[src/decimal_text_to_fixed_point_defines.svh]
// Assertion macros shared by the decimal text to fixed-point converter.
`ifndef DECIMAL_TEXT_TO_FIXED_POINT_DEFINES_SVH
`define DECIMAL_TEXT_TO_FIXED_POINT_DEFINES_SVH
`ifndef SYNTH
`define DTFP_ASSERT_ALWAYS(label, clock, resetn, cond) \
  label: assert property (@(posedge clock) disable iff (!(resetn)) (cond)) \
    else $error("dtfp assertion failed");
`define DTFP_ASSERT_NEXT(label, clock, resetn, pre, post) \
  label: assert property (@(posedge clock) disable iff (!(resetn)) (pre) |=> (post)) \
    else $error("dtfp assertion failed");
`else
`define DTFP_ASSERT_ALWAYS(label, clock, resetn, cond)
`define DTFP_ASSERT_NEXT(label, clock, resetn, pre, post)
`endif
`endif

[src/dtfp_pkg.sv]
// Character codes, limits and pipeline types of the decimal text converter.
package dtfp_pkg;

  localparam logic [7:0] CHAR_NUL   = 8'h00;
  localparam logic [7:0] CHAR_TAB   = 8'h09;
  localparam logic [7:0] CHAR_SPACE = 8'h20;
  localparam logic [7:0] CHAR_PLUS  = 8'h2B;
  localparam logic [7:0] CHAR_COMMA = 8'h2C;
  localparam logic [7:0] CHAR_MINUS = 8'h2D;
  localparam logic [7:0] CHAR_DOT   = 8'h2E;
  localparam logic [7:0] CHAR_ZERO  = 8'h30;
  localparam logic [7:0] CHAR_NINE  = 8'h39;

  localparam logic [63:0] TOP_BIT   = 64'h8000_0000_0000_0000;
  localparam logic [63:0] POS_LIMIT = 64'h7FFF_FFFF_FFFF_FFFF;

  localparam logic MODE_DOT_POINT   = 1'b0;

  typedef struct packed {
    logic [63:0] mag;
    logic        neg;
    logic        sat;
    logic        bad;
  } fin_t;

endpackage

[src/decimal_text_to_fixed_point.sv]
// Top level of the decimal text to signed fixed-point converter.
//
// Channel   Direction  Request contents
// in_       input      in_character (8 bits), in_last (1 bit)
// out_      output     out_value (64 bits signed), out_invalid, out_overflow
// APB       config     format_mode at byte address 0 (paddr[2] low)
//
// One character is taken in every cycle unless in_stall is high; the parse state updates in one pass.
// A result passes through a finish register, then the output register that
// holds the saturation and sign stage.
// Reset is synchronous and active low and returns the parse to its start.
// A stalled result holds the output; input stalls only when both stages are full.
`include "decimal_text_to_fixed_point_defines.svh"

module decimal_text_to_fixed_point #(
  parameter int FRACTION_DIGITS = 4
) (
  input  logic               clk,
  input  logic               rst_n,
  input  logic               in_valid,
  output logic               in_stall,
  input  logic [7:0]         in_character,
  input  logic               in_last,
  output logic               out_valid,
  input  logic               out_stall,
  output logic signed [63:0] out_value,
  output logic               out_invalid,
  output logic               out_overflow,
  input  logic               psel,
  input  logic               penable,
  input  logic               pwrite,
  input  logic [2:0]         paddr,
  input  logic [31:0]        pwdata,
  output logic [31:0]        prdata,
  output logic               pready
);

  localparam int CNT_W   = $clog2(FRACTION_DIGITS + 1);
  localparam int W_DEPTH = 2 ** CNT_W;

  function automatic logic [31:0] pow10(input int n);
    logic [31:0] r;
    r = 32'd1;
    for (int i = 0; i < n; i++) begin
      r = 32'(r * 32'd10);
    end
    return r;
  endfunction

  localparam logic [31:0] SCALE = pow10(FRACTION_DIGITS);

  typedef enum logic [2:0] {
    PH_LEAD,
    PH_WHOLE,
    PH_FRAC,
    PH_DONE,
    PH_BAD
  } phase_t;

  phase_t             phase_r, phase_nxt;
  logic [63:0]        acc_r, acc_nxt;
  logic [CNT_W-1:0]   cnt_r, cnt_nxt;
  logic               neg_r, neg_nxt;
  logic               sat_r, sat_nxt;
  logic               mode_r;

  dtfp_pkg::fin_t     fin_r;
  logic               fin_valid_r;
  logic               out_valid_r;
  logic [63:0]        out_value_r;
  logic               out_invalid_r;
  logic               out_overflow_r;

  logic               in_acc;
  logic               fin_adv;
  logic               out_adv;
  logic               is_digit;
  logic [3:0]         digit_val;
  logic [67:0]        whole_sum;
  logic [64:0]        frac_sum;
  logic [31:0]        frac_weight [W_DEPTH];
  logic               ovf;

  for (genvar i = 0; i < W_DEPTH; i++) begin : g_weight
    if (i < FRACTION_DIGITS) begin : g_used
      assign frac_weight[i] = pow10(FRACTION_DIGITS - 1 - i);
    end else begin : g_unused
      assign frac_weight[i] = 32'd0;
    end
  end

  assign pready = 1'b1;
  assign prdata = {31'd0, mode_r};

  always_ff @(posedge clk) begin
    if (!rst_n) begin
      mode_r <= dtfp_pkg::MODE_DOT_POINT;
    end else if (psel && penable && pwrite && pready && !paddr[2]) begin
      mode_r <= pwdata[0];
    end
  end

  assign out_adv  = !out_valid_r || !out_stall;
  assign fin_adv  = !fin_valid_r || out_adv;
  assign in_stall = !fin_adv;
  assign in_acc   = in_valid && !in_stall;

  assign is_digit  = (in_character >= dtfp_pkg::CHAR_ZERO) &&
                     (in_character <= dtfp_pkg::CHAR_NINE);
  assign digit_val = 4'(in_character - dtfp_pkg::CHAR_ZERO);
  assign whole_sum = {1'b0, acc_r, 3'b000} + {3'b000, acc_r, 1'b0} +
                     68'(36'(digit_val) * 36'(SCALE));
  assign frac_sum  = {1'b0, acc_r} + 65'(36'(digit_val) * 36'(frac_weight[cnt_r]));

  always_comb begin
    phase_nxt = phase_r;
    acc_nxt   = acc_r;
    cnt_nxt   = cnt_r;
    neg_nxt   = neg_r;
    sat_nxt   = sat_r;
    if (phase_r == PH_LEAD || phase_r == PH_WHOLE || phase_r == PH_FRAC) begin
      if (in_character == dtfp_pkg::CHAR_NUL) begin
        phase_nxt = PH_DONE;
      end else if (phase_r == PH_LEAD && (in_character == dtfp_pkg::CHAR_SPACE ||
                                          in_character == dtfp_pkg::CHAR_TAB)) begin
        phase_nxt = PH_LEAD;
      end else if (phase_r == PH_LEAD && in_character == dtfp_pkg::CHAR_MINUS) begin
        neg_nxt   = 1'b1;
        phase_nxt = PH_WHOLE;
      end else if (phase_r == PH_LEAD && in_character == dtfp_pkg::CHAR_PLUS) begin
        phase_nxt = PH_WHOLE;
      end else if (phase_r != PH_FRAC) begin
        phase_nxt = PH_WHOLE;
        if (is_digit) begin
          if (!sat_r) begin
            if (whole_sum > {4'd0, dtfp_pkg::TOP_BIT}) begin
              sat_nxt = 1'b1;
            end else begin
              acc_nxt = whole_sum[63:0];
            end
          end
        end else if (mode_r == dtfp_pkg::MODE_DOT_POINT) begin
          phase_nxt = (in_character == dtfp_pkg::CHAR_DOT) ? PH_FRAC : PH_DONE;
        end else if (in_character == dtfp_pkg::CHAR_COMMA) begin
          phase_nxt = PH_FRAC;
        end else if (in_character != dtfp_pkg::CHAR_DOT) begin
          phase_nxt = PH_BAD;
        end
      end else begin
        if (is_digit && cnt_r < CNT_W'(FRACTION_DIGITS)) begin
          if (!sat_r) begin
            if (frac_sum > {1'b0, dtfp_pkg::TOP_BIT}) begin
              sat_nxt = 1'b1;
            end else begin
              acc_nxt = frac_sum[63:0];
            end
          end
          cnt_nxt = cnt_r + CNT_W'(1);
          if (cnt_nxt >= CNT_W'(FRACTION_DIGITS)) begin
            phase_nxt = PH_DONE;
          end
        end else begin
          phase_nxt = PH_DONE;
        end
      end
    end
  end

  always_ff @(posedge clk) begin
    if (!rst_n) begin
      phase_r <= PH_LEAD;
      acc_r   <= 64'd0;
      cnt_r   <= '0;
      neg_r   <= 1'b0;
      sat_r   <= 1'b0;
    end else if (in_acc) begin
      if (in_last) begin
        phase_r <= PH_LEAD;
        acc_r   <= 64'd0;
        cnt_r   <= '0;
        neg_r   <= 1'b0;
        sat_r   <= 1'b0;
      end else begin
        phase_r <= phase_nxt;
        acc_r   <= acc_nxt;
        cnt_r   <= cnt_nxt;
        neg_r   <= neg_nxt;
        sat_r   <= sat_nxt;
      end
    end
  end

  always_ff @(posedge clk) begin
    if (!rst_n) begin
      fin_valid_r <= 1'b0;
    end else if (fin_adv) begin
      fin_valid_r <= in_acc && in_last;
    end
  end

  always_ff @(posedge clk) begin
    if (fin_adv) begin
      fin_r.mag <= acc_nxt;
      fin_r.neg <= neg_nxt;
      fin_r.sat <= sat_nxt;
      fin_r.bad <= (phase_nxt == PH_BAD);
    end
  end

  assign ovf = fin_r.sat ||
               (fin_r.neg ? (fin_r.mag > dtfp_pkg::TOP_BIT)
                          : (fin_r.mag > dtfp_pkg::POS_LIMIT));

  always_ff @(posedge clk) begin
    if (!rst_n) begin
      out_valid_r <= 1'b0;
    end else if (out_adv) begin
      out_valid_r <= fin_valid_r;
    end
  end

  always_ff @(posedge clk) begin
    if (out_adv) begin
      if (fin_r.bad) begin
        out_value_r    <= 64'd0;
        out_invalid_r  <= 1'b1;
        out_overflow_r <= 1'b0;
      end else begin
        if (ovf) begin
          out_value_r <= fin_r.neg ? dtfp_pkg::TOP_BIT : dtfp_pkg::POS_LIMIT;
        end else begin
          out_value_r <= fin_r.neg ? (64'd0 - fin_r.mag) : fin_r.mag;
        end
        out_invalid_r  <= 1'b0;
        out_overflow_r <= ovf;
      end
    end
  end

  assign out_valid    = out_valid_r;
  assign out_value    = out_value_r;
  assign out_invalid  = out_invalid_r;
  assign out_overflow = out_overflow_r;

  `DTFP_ASSERT_ALWAYS(a_invalid_zero, clk, rst_n,
    !(out_valid && out_invalid) || (out_value == 64'sd0 && !out_overflow))
  `DTFP_ASSERT_ALWAYS(a_overflow_limit, clk, rst_n,
    !(out_valid && out_overflow) || (out_value == dtfp_pkg::TOP_BIT ||
                                     out_value == dtfp_pkg::POS_LIMIT))
  `DTFP_ASSERT_ALWAYS(a_acc_bounded, clk, rst_n, acc_r <= dtfp_pkg::TOP_BIT)
  `DTFP_ASSERT_NEXT(a_last_finishes, clk, rst_n, in_acc && in_last, fin_valid_r)
  `DTFP_ASSERT_NEXT(a_last_clears, clk, rst_n, in_acc && in_last,
    phase_r == PH_LEAD && acc_r == 64'd0 && !sat_r && !neg_r)

endmodule
[config.mk]
export PLATFORM = sky130hd
export DESIGN_NAME = decimal_text_to_fixed_point
export DESIGN_NICKNAME = d
export VERILOG_FILES = /design/src/dtfp_pkg.sv /design/src/decimal_text_to_fixed_point.sv
export VERILOG_INCLUDE_DIRS = /design/src /design/src/src
export SDC_FILE = /design/constraint.sdc
export NUM_CORES = 1
export LEC_CHECK = 0
export BUFFER_PORTS_ARGS = -buffer_cell sky130_fd_sc_hd__buf_4
export CELL_PAD_IN_SITES_DETAIL_PLACEMENT = 0
export CELL_PAD_IN_SITES_GLOBAL_PLACEMENT = 1
export CORE_AREA = 2 2 206 208
export CTS_BUF_LIST = sky130_fd_sc_hd__clkbuf_4 sky130_fd_sc_hd__clkbuf_8
export CTS_CLUSTER_SIZE = 30
export DETAILED_ROUTE_END_ITERATION = 8
export DIE_AREA = 0 0 208 210
export PLACE_DENSITY = 0.87
export SLEW_MARGIN = 20
export SYNTH_ARGS = -nofsm -noshare
export SYNTH_HDL_FRONTEND = slang
export SYNTH_SLANG_ARGS = --single-unit
[constraint.sdc]
create_clock -name clk -period 12.1 [get_ports clk]
set_input_delay 2.42 -clock clk [delete_from_list [all_inputs] [get_ports clk]]
set_output_delay 2.42 -clock clk [all_outputs]
set_load 0.005 [all_outputs]
Word-level counts from Yosys, hierarchy flattened
Memories as Yosys holds them, arrays and structs flattened.
Cells that the tools add are included.
- memories kept: 1
- memory bits (read-only): 256
- logic and storage cells: 136
- bits in registers: 208
- output and inout port bits: 101
- bitwise gates (word level): 1
- multiply operators: 2
- multiplexer cells: 60
- reductions and logical operators: 26
- equal/unequal tests: 16
- order comparisons: 9
- add/subtract/negate cells: 6
- memories (memory ; depth ; width ; rd ports ; clocked after memory_dff ; write ports ; RTL line ; text):
    (no name shown) ; 8 ; 32 ; 1 ; 0 ; 0 ; decimal_text_to_fixed_point.sv:113 ; assign frac_sum = {1'b0, acc_r} + 65'(36'(digit_val) * 36'(frac_weight[cnt_r]));
- operators by type and width (kind ; number):
    64-bit two-way mux ; 16
    67-bit by 65-bit adder with 68-bit output ; 1
    68-bit by 18-bit adder with 68-bit output ; 1
    68-bit by 64-bit greater-than comparator with 1-bit output, second input constant ; 1
    64-bit by 36-bit adder with 65-bit output ; 1
    65-bit by 64-bit greater-than comparator with 1-bit output, second input constant ; 1
    64-bit by 63-bit greater-than comparator with 1-bit output, second input constant ; 1
    64-bit greater-than comparator, second input constant ; 1
    32-bit two-way mux ; 2
    1-bit by 64-bit subtractor with 64-bit output, first input constant ; 1
    3-bit two-way mux ; 21
    8-bit by 6-bit == test with 1-bit output, second input constant ; 5
    4-bit by 32-bit multiplier with 36-bit output ; 1
    1-bit two-way mux ; 21
    4-bit by 10-bit multiplier with 14-bit output, second input constant ; 1
    1-bit logical AND ; 10
    2-bit != test, second input constant ; 5
    8-bit by 4-bit == test with 1-bit output, second input constant ; 1
    8-bit by 6-bit >= comparator with 1-bit output, second input constant ; 1
    8-bit by 6-bit <= comparator with 1-bit output, second input constant ; 1
    8-bit logical NOT ; 1
    8-bit by 6-bit != test with 1-bit output, second input constant ; 1
    8-bit AND reduction ; 1
    1-bit logical OR ; 6
    13 further kinds ; 18

Logic depth before layout (Yosys ltp)
- depth after elaboration: 17
- mapped depth: 33

Worst setup path after synthesis
No wires, ideal clock.
- kind: input to register
- from: in in_character[1]
- to: reg fin_r[45] (netlist name), data pin
- setup time: 0.265 ns
- path slack: 3.057 ns
- stages on the path: 27
- buffers on the path: 2
- data arrival time: 8.778 ns
- cell sequence: inv_1 > fa_1 > inv_1 > ha_1 > ha_1 > a21o_1 > a21oi_1 > o21bai_1 > a21oi_1 > xnor2_1 > fa_1 > ha_1 > clkbuf_1 > nand4_1 > or4_1 > a21oi_1 > nor2_2 > o41ai_1 > xnor2_1 > nand2_1 > or4_1 > o41ai_4 > nand3_1 > a21o_1 > buf_2 > a222oi_1 > inv_1
- word-level cells in the longest chain between the ends: 13
- elaborated cells between the ends (all ways): 32
- those cells by class: add/sub (3); mul (2); order compare (4); eq/ne (4); mux (12); reduce/logical (7)
- ends and longest elaborated chain (what ; RTL line ; text):
    from (decl) ; decimal_text_to_fixed_point.sv:22 ; input logic [7:0] in_character,
    4-bit by 1-bit subtractor with 4-bit output ; decimal_text_to_fixed_point.sv:110 ; assign digit_val = 4'(in_character - dtfp_pkg::CHAR_ZERO);
    4-bit by 32-bit multiplier with 36-bit output / 4-bit by 10-bit multiplier with 14-bit output (equally long branches) ; decimal_text_to_fixed_point.sv:113, decimal_text_to_fixed_point.sv:112 ;
    64-bit by 36-bit adder with 65-bit output / 68-bit by 18-bit adder with 68-bit output (equally long branches) ; decimal_text_to_fixed_point.sv:113, decimal_text_to_fixed_point.sv:111 ;
    65-bit by 64-bit greater-than comparator with 1-bit output / 68-bit by 64-bit greater-than comparator with 1-bit output (equally long branches) ; decimal_text_to_fixed_point.sv:152, decimal_text_to_fixed_point.sv:136 ;
    64-bit two-way mux (on tied branches) ; decimal_text_to_fixed_point.sv:152, decimal_text_to_fixed_point.sv:136 ;
    64-bit two-way mux (on tied branches) ; decimal_text_to_fixed_point.sv:151, decimal_text_to_fixed_point.sv:135 ;
    64-bit two-way mux (on tied branches) ; decimal_text_to_fixed_point.sv:150, decimal_text_to_fixed_point.sv:134 ;
    64-bit two-way mux ; decimal_text_to_fixed_point.sv:132 ; end else if (phase_r != PH_FRAC) begin
    64-bit two-way mux ; decimal_text_to_fixed_point.sv:130 ; end else if (phase_r == PH_LEAD && in_character == dtfp_pkg::CHAR_PLUS) begin
    64-bit two-way mux ; decimal_text_to_fixed_point.sv:127 ; end else if (phase_r == PH_LEAD && in_character == dtfp_pkg::CHAR_MINUS) begin
    64-bit two-way mux ; decimal_text_to_fixed_point.sv:124 ; end else if (phase_r == PH_LEAD && (in_character == dtfp_pkg::CHAR_SPACE ||
    64-bit two-way mux * ; decimal_text_to_fixed_point.sv:122 ; if (in_character == dtfp_pkg::CHAR_NUL) begin
    64-bit two-way mux * ; decimal_text_to_fixed_point.sv:121 ; if (phase_r == PH_LEAD || phase_r == PH_WHOLE || phase_r == PH_FRAC) begin
    net acc_nxt[42] ; decimal_text_to_fixed_point.sv:61 ; logic [63:0] acc_r, acc_nxt;
    to (decl) ; decimal_text_to_fixed_point.sv:67 ; dtfp_pkg::fin_t fin_r;
Mark *: on every way through the listed nets, which the timed path passes. The rest lies on a longest branch.
A chain may end at the register's enable or synchronous reset.

Final worst setup path
- from: in in_character[1]
- to: reg fin_r[53] (netlist name), data pin
Same word-level chain as after synthesis.

==> parameters.txt <==
Parameter                              Value

Clocking
  Clock root buffer master    sky130_fd_sc_hd__clkbuf_8
  Max Root-Sink Buffers    3
  Num CTS Buffers    34
  Clock tree from TritonCTS    yes
  Clock transition at the registers of the reported paths    0.06 ns
  Post-CTS Hold Buffers    0
  Number of H-tree levels    2
  Clock sink count    208
  Post_cts resized    0
  Setup Buffers After CTS    0
  Clock network latency to the later pin of the worst-skew pair    0.57 ns

Logic synthesis
  Number of warnings reported in the yosys synthesis log    0
  Yosys reg bits    208
  Post-Syn Area    21310 µm²
  Ys async rst share    0%
  Number of enable flip-flop cells after synthesis    133
  Seq/Total Area, Yosys    25.79%
  Post-Synthesis Mean Instance Area    8.001 µm²
  Number of unique standard cell types used by synthesis    106
  Most frequently used flop master after synthesis    sky130_fd_sc_hd__edfxtp_1
  Cell count after synthesis    2663

Setup path
  Worst Path Class, Setup    in2reg
  CP Launch Type    primary input
  Critical Path End Type    register
  Worst Path Required    12.32 ns
  Slowest stage delay, CP    0.68 ns
  Crit-path slowest cell    sky130_fd_sc_hd__a21o_1
  Arrival time worst endpoint    10.82 ns
  Top fanout value on the critical path    22

Finish
  Fill count    3936
  Filler-free cell count of the finished design    3216
  P&R area growth vs syn    7.253%
  Share of post-route cells with drive strength above 1    9.712%
  Layout Nets    2907
  Number of antenna diodes    0

Global route
  Global route total overflow    0
  First-pass GRT wire length    118.8 mm
  Number of antenna violations at the first check in global routing    1
  Via count of the first global-routing pass    19366
  GRT Total Usage    35.06%
  Pin count of the biggest net entering global routing    82

Die
  Chip Height    210 µm
  Number of standard-cell rows in the floorplan    75
  Die width    208 µm
  Die Footprint    43680 µm²
  Placeable core region    41480 µm²
  Starting density of the core    51.37%
  I/O pin total    152

STA
  Final clock period utilization by the worst path    87.65%
  Final setup violation count    0
  Max-Slew Margin vs Limit    18.91%
  Slew @ Worst Pin    1.216 ns
  Unrepaired setup endpoints after global routing    false
  Crit path time final    10.61 ns
  Fin. max-slew vios    0
  Final Skew    0.02836 ns
  Max Fclk    94.29 MHz
  Number of hold violations in the final report    0
  Sum of negative setup slack    0 ns

Outcome
  Result of the run    complete, no violations

Power
  Static power due to leakage    9.842 nW
  Overall power after layout    1.945 mW
  Power per Cell Area    85.14 nW/µm²
  Highest ir drop seen on vdd    0.04608 mV

Route
  WL final    79.06 mm
  Initial detailed-routing violation count    2195
  Via count of the routed design    21361
  Via count normalized by instance count    6.642
  Number of detailed-routing iterations run before antenna repair    7
  Antenna Nets Post-Route    0
  Number of design rule violations left after detail routing    0
  Average routed wire per standard cell    24.58 µm

Placed design
  Buffers added on ports    86
  Placer Congestion    1.011
  Placed instance count    3154
  Final HPWL DP    61.82 mm

Job
  Reported max-cap violation count    0

Worst hold path
  Path class of the lowest-slack min-delay path    reg2reg
## flip-flops by register name, indices dropped and copies added (netlist names)
register / flops
phase_r: 3
out_invalid: 1
sat_r: 1
fin_r: 67
out_valid: 1
neg_r: 1
fin_valid_r: 1
acc_r: 64
out_overflow: 1
mode_r: 1
cnt_r: 3
out_value: 64
## cells by family (layout without fill, tap and decap cells)
| logic type | after synthesis | after routing | share of synthesized area, % |
|---|---|---|---|
| AND/OR/NAND/NOR | 1009 | 1009 | 23.17 |
| multiplexers | 34 | 34 | 1.633 |
| flip-flops | 208 | 208 | 25.79 |
| other | 2 | 32 | 0.03525 |
| adder cells (fa/ha/maj) | 205 | 205 | 13.52 |
| buffers and inverters | 308 | 292 | 6.378 |
| XOR/XNOR | 96 | 96 | 3.982 |
| AO/OA/AOI/OAI | 801 | 801 | 25.49 |
## Yosys cell counts, drive strengths merged, types with 18 or more instances
cell type    n  area share [%]
and4        18            0.74
buf         83             2.4
nor3       100             2.4
inv        112             2.0
a21o        51             1.8
a22o        36             1.5
mux2i       28             1.3
a21oi      208             5.0
fa          42             3.9
nand3       81             1.9
or3         38             1.1
ha         163             9.6
nor4        35             1.1
o21a        24            0.85
xor2        35             1.4
nand2      312             5.5
and2        23            0.70
clkbuf     113             2.0
xnor2       61             2.5
dfxtp       75             7.0
and3        23            0.68
or4         19            0.67
o211ai      22            0.80
edfxtp     133              19
a211oi      52             1.9
o22a        31             1.3
o21ai      166             3.9
or2         22            0.65
nand4       62             1.8
nor2       225             4.0
## cells in the final DEF (no fill, tap or decap), types with 50 or more instances in the layout
cell,count
sky130_fd_sc_hd__o21ai_0,151
sky130_fd_sc_hd__xnor2_1,60
sky130_fd_sc_hd__buf_4,118
sky130_fd_sc_hd__ha_1,163
sky130_fd_sc_hd__nor2_1,221
sky130_fd_sc_hd__a21oi_1,203
sky130_fd_sc_hd__a211oi_1,51
sky130_fd_sc_hd__nand4_1,61
sky130_fd_sc_hd__nand2_1,310
sky130_fd_sc_hd__inv_1,112
sky130_fd_sc_hd__edfxtp_1,133
sky130_fd_sc_hd__nor3_1,98
sky130_fd_sc_hd__nand3_1,80
sky130_fd_sc_hd__dfxtp_1,75
sky130_fd_sc_hd__a21o_1,50
## critical path, delay by kind of cell
kind | cells | cell delay (ns)
buf+inv | 6 | 0.84
xor+xnor | 2 | 0.52
compound gates | 9 | 2.89
fa+ha+maj | 5 | 2.31
simple gates | 7 | 1.80
## routing by layer
layer | GRT usage, % | wire (µm)
met1 | 50.70 | 35220
met2 | 53.64 | 34320
met3 | 5.721 | 6962
met4 | 11.05 | 2564
met5 | 0 | 0
## path summary, 6_finish.rpt
check / startpoint / to / slack (ns) / cells after the start
hold / removal: neg_r / neg_r / 0.55 / 1
setup reg to reg: cnt_r[0] / fin_r[9] / 4.01 / 24
setup / recovery: in_character[1] / fin_r[53] / 1.49 / 29
hold reg to reg: neg_r / neg_r / 0.55 / 1
## report_power, final
part | internal (mW) | leakage (nW) | switching, mW
registers | 0.776 | 2.21 | 0.0134
logic | 0.158 | 7.23 | 0.293
clock network | 0.394 | 0.398 | 0.310
## area by class of cell
| type | count | area (µm²) | share of cell area [%] |
|---|---|---|---|
| clock buffer | 43 | 554.3 | 2.426 |
| clock inverter | 19 | 216.5 | 0.9473 |
| inverter | 112 | 420.4 | 1.840 |
| multi-input combinational | 2177 | 14600 | 63.91 |
| sequential | 208 | 5495 | 24.05 |
| tap | 539 | 674.4 | 2.951 |
| timing repair buffer | 118 | 885.9 | 3.877 |
## per-stage QoR
stage | utilization [%] | hold WS (ns) | area [µm²] | setup WS (ns)
floorplan | - | 0.4244 | 21420 | 3.057
global placement | 53.20 | 0.5232 | 22070 | 1.315
detailed placement | 53.20 | 0.5293 | 22070 | 1.214
CTS | 55.06 | 0.5441 | 22840 | 1.790
global route | 55.09 | 0.5723 | 22850 | 1.190
finish | 55.09 | 0.5499 | 22850 | 1.495
Power figures use the tool's default switching activity.
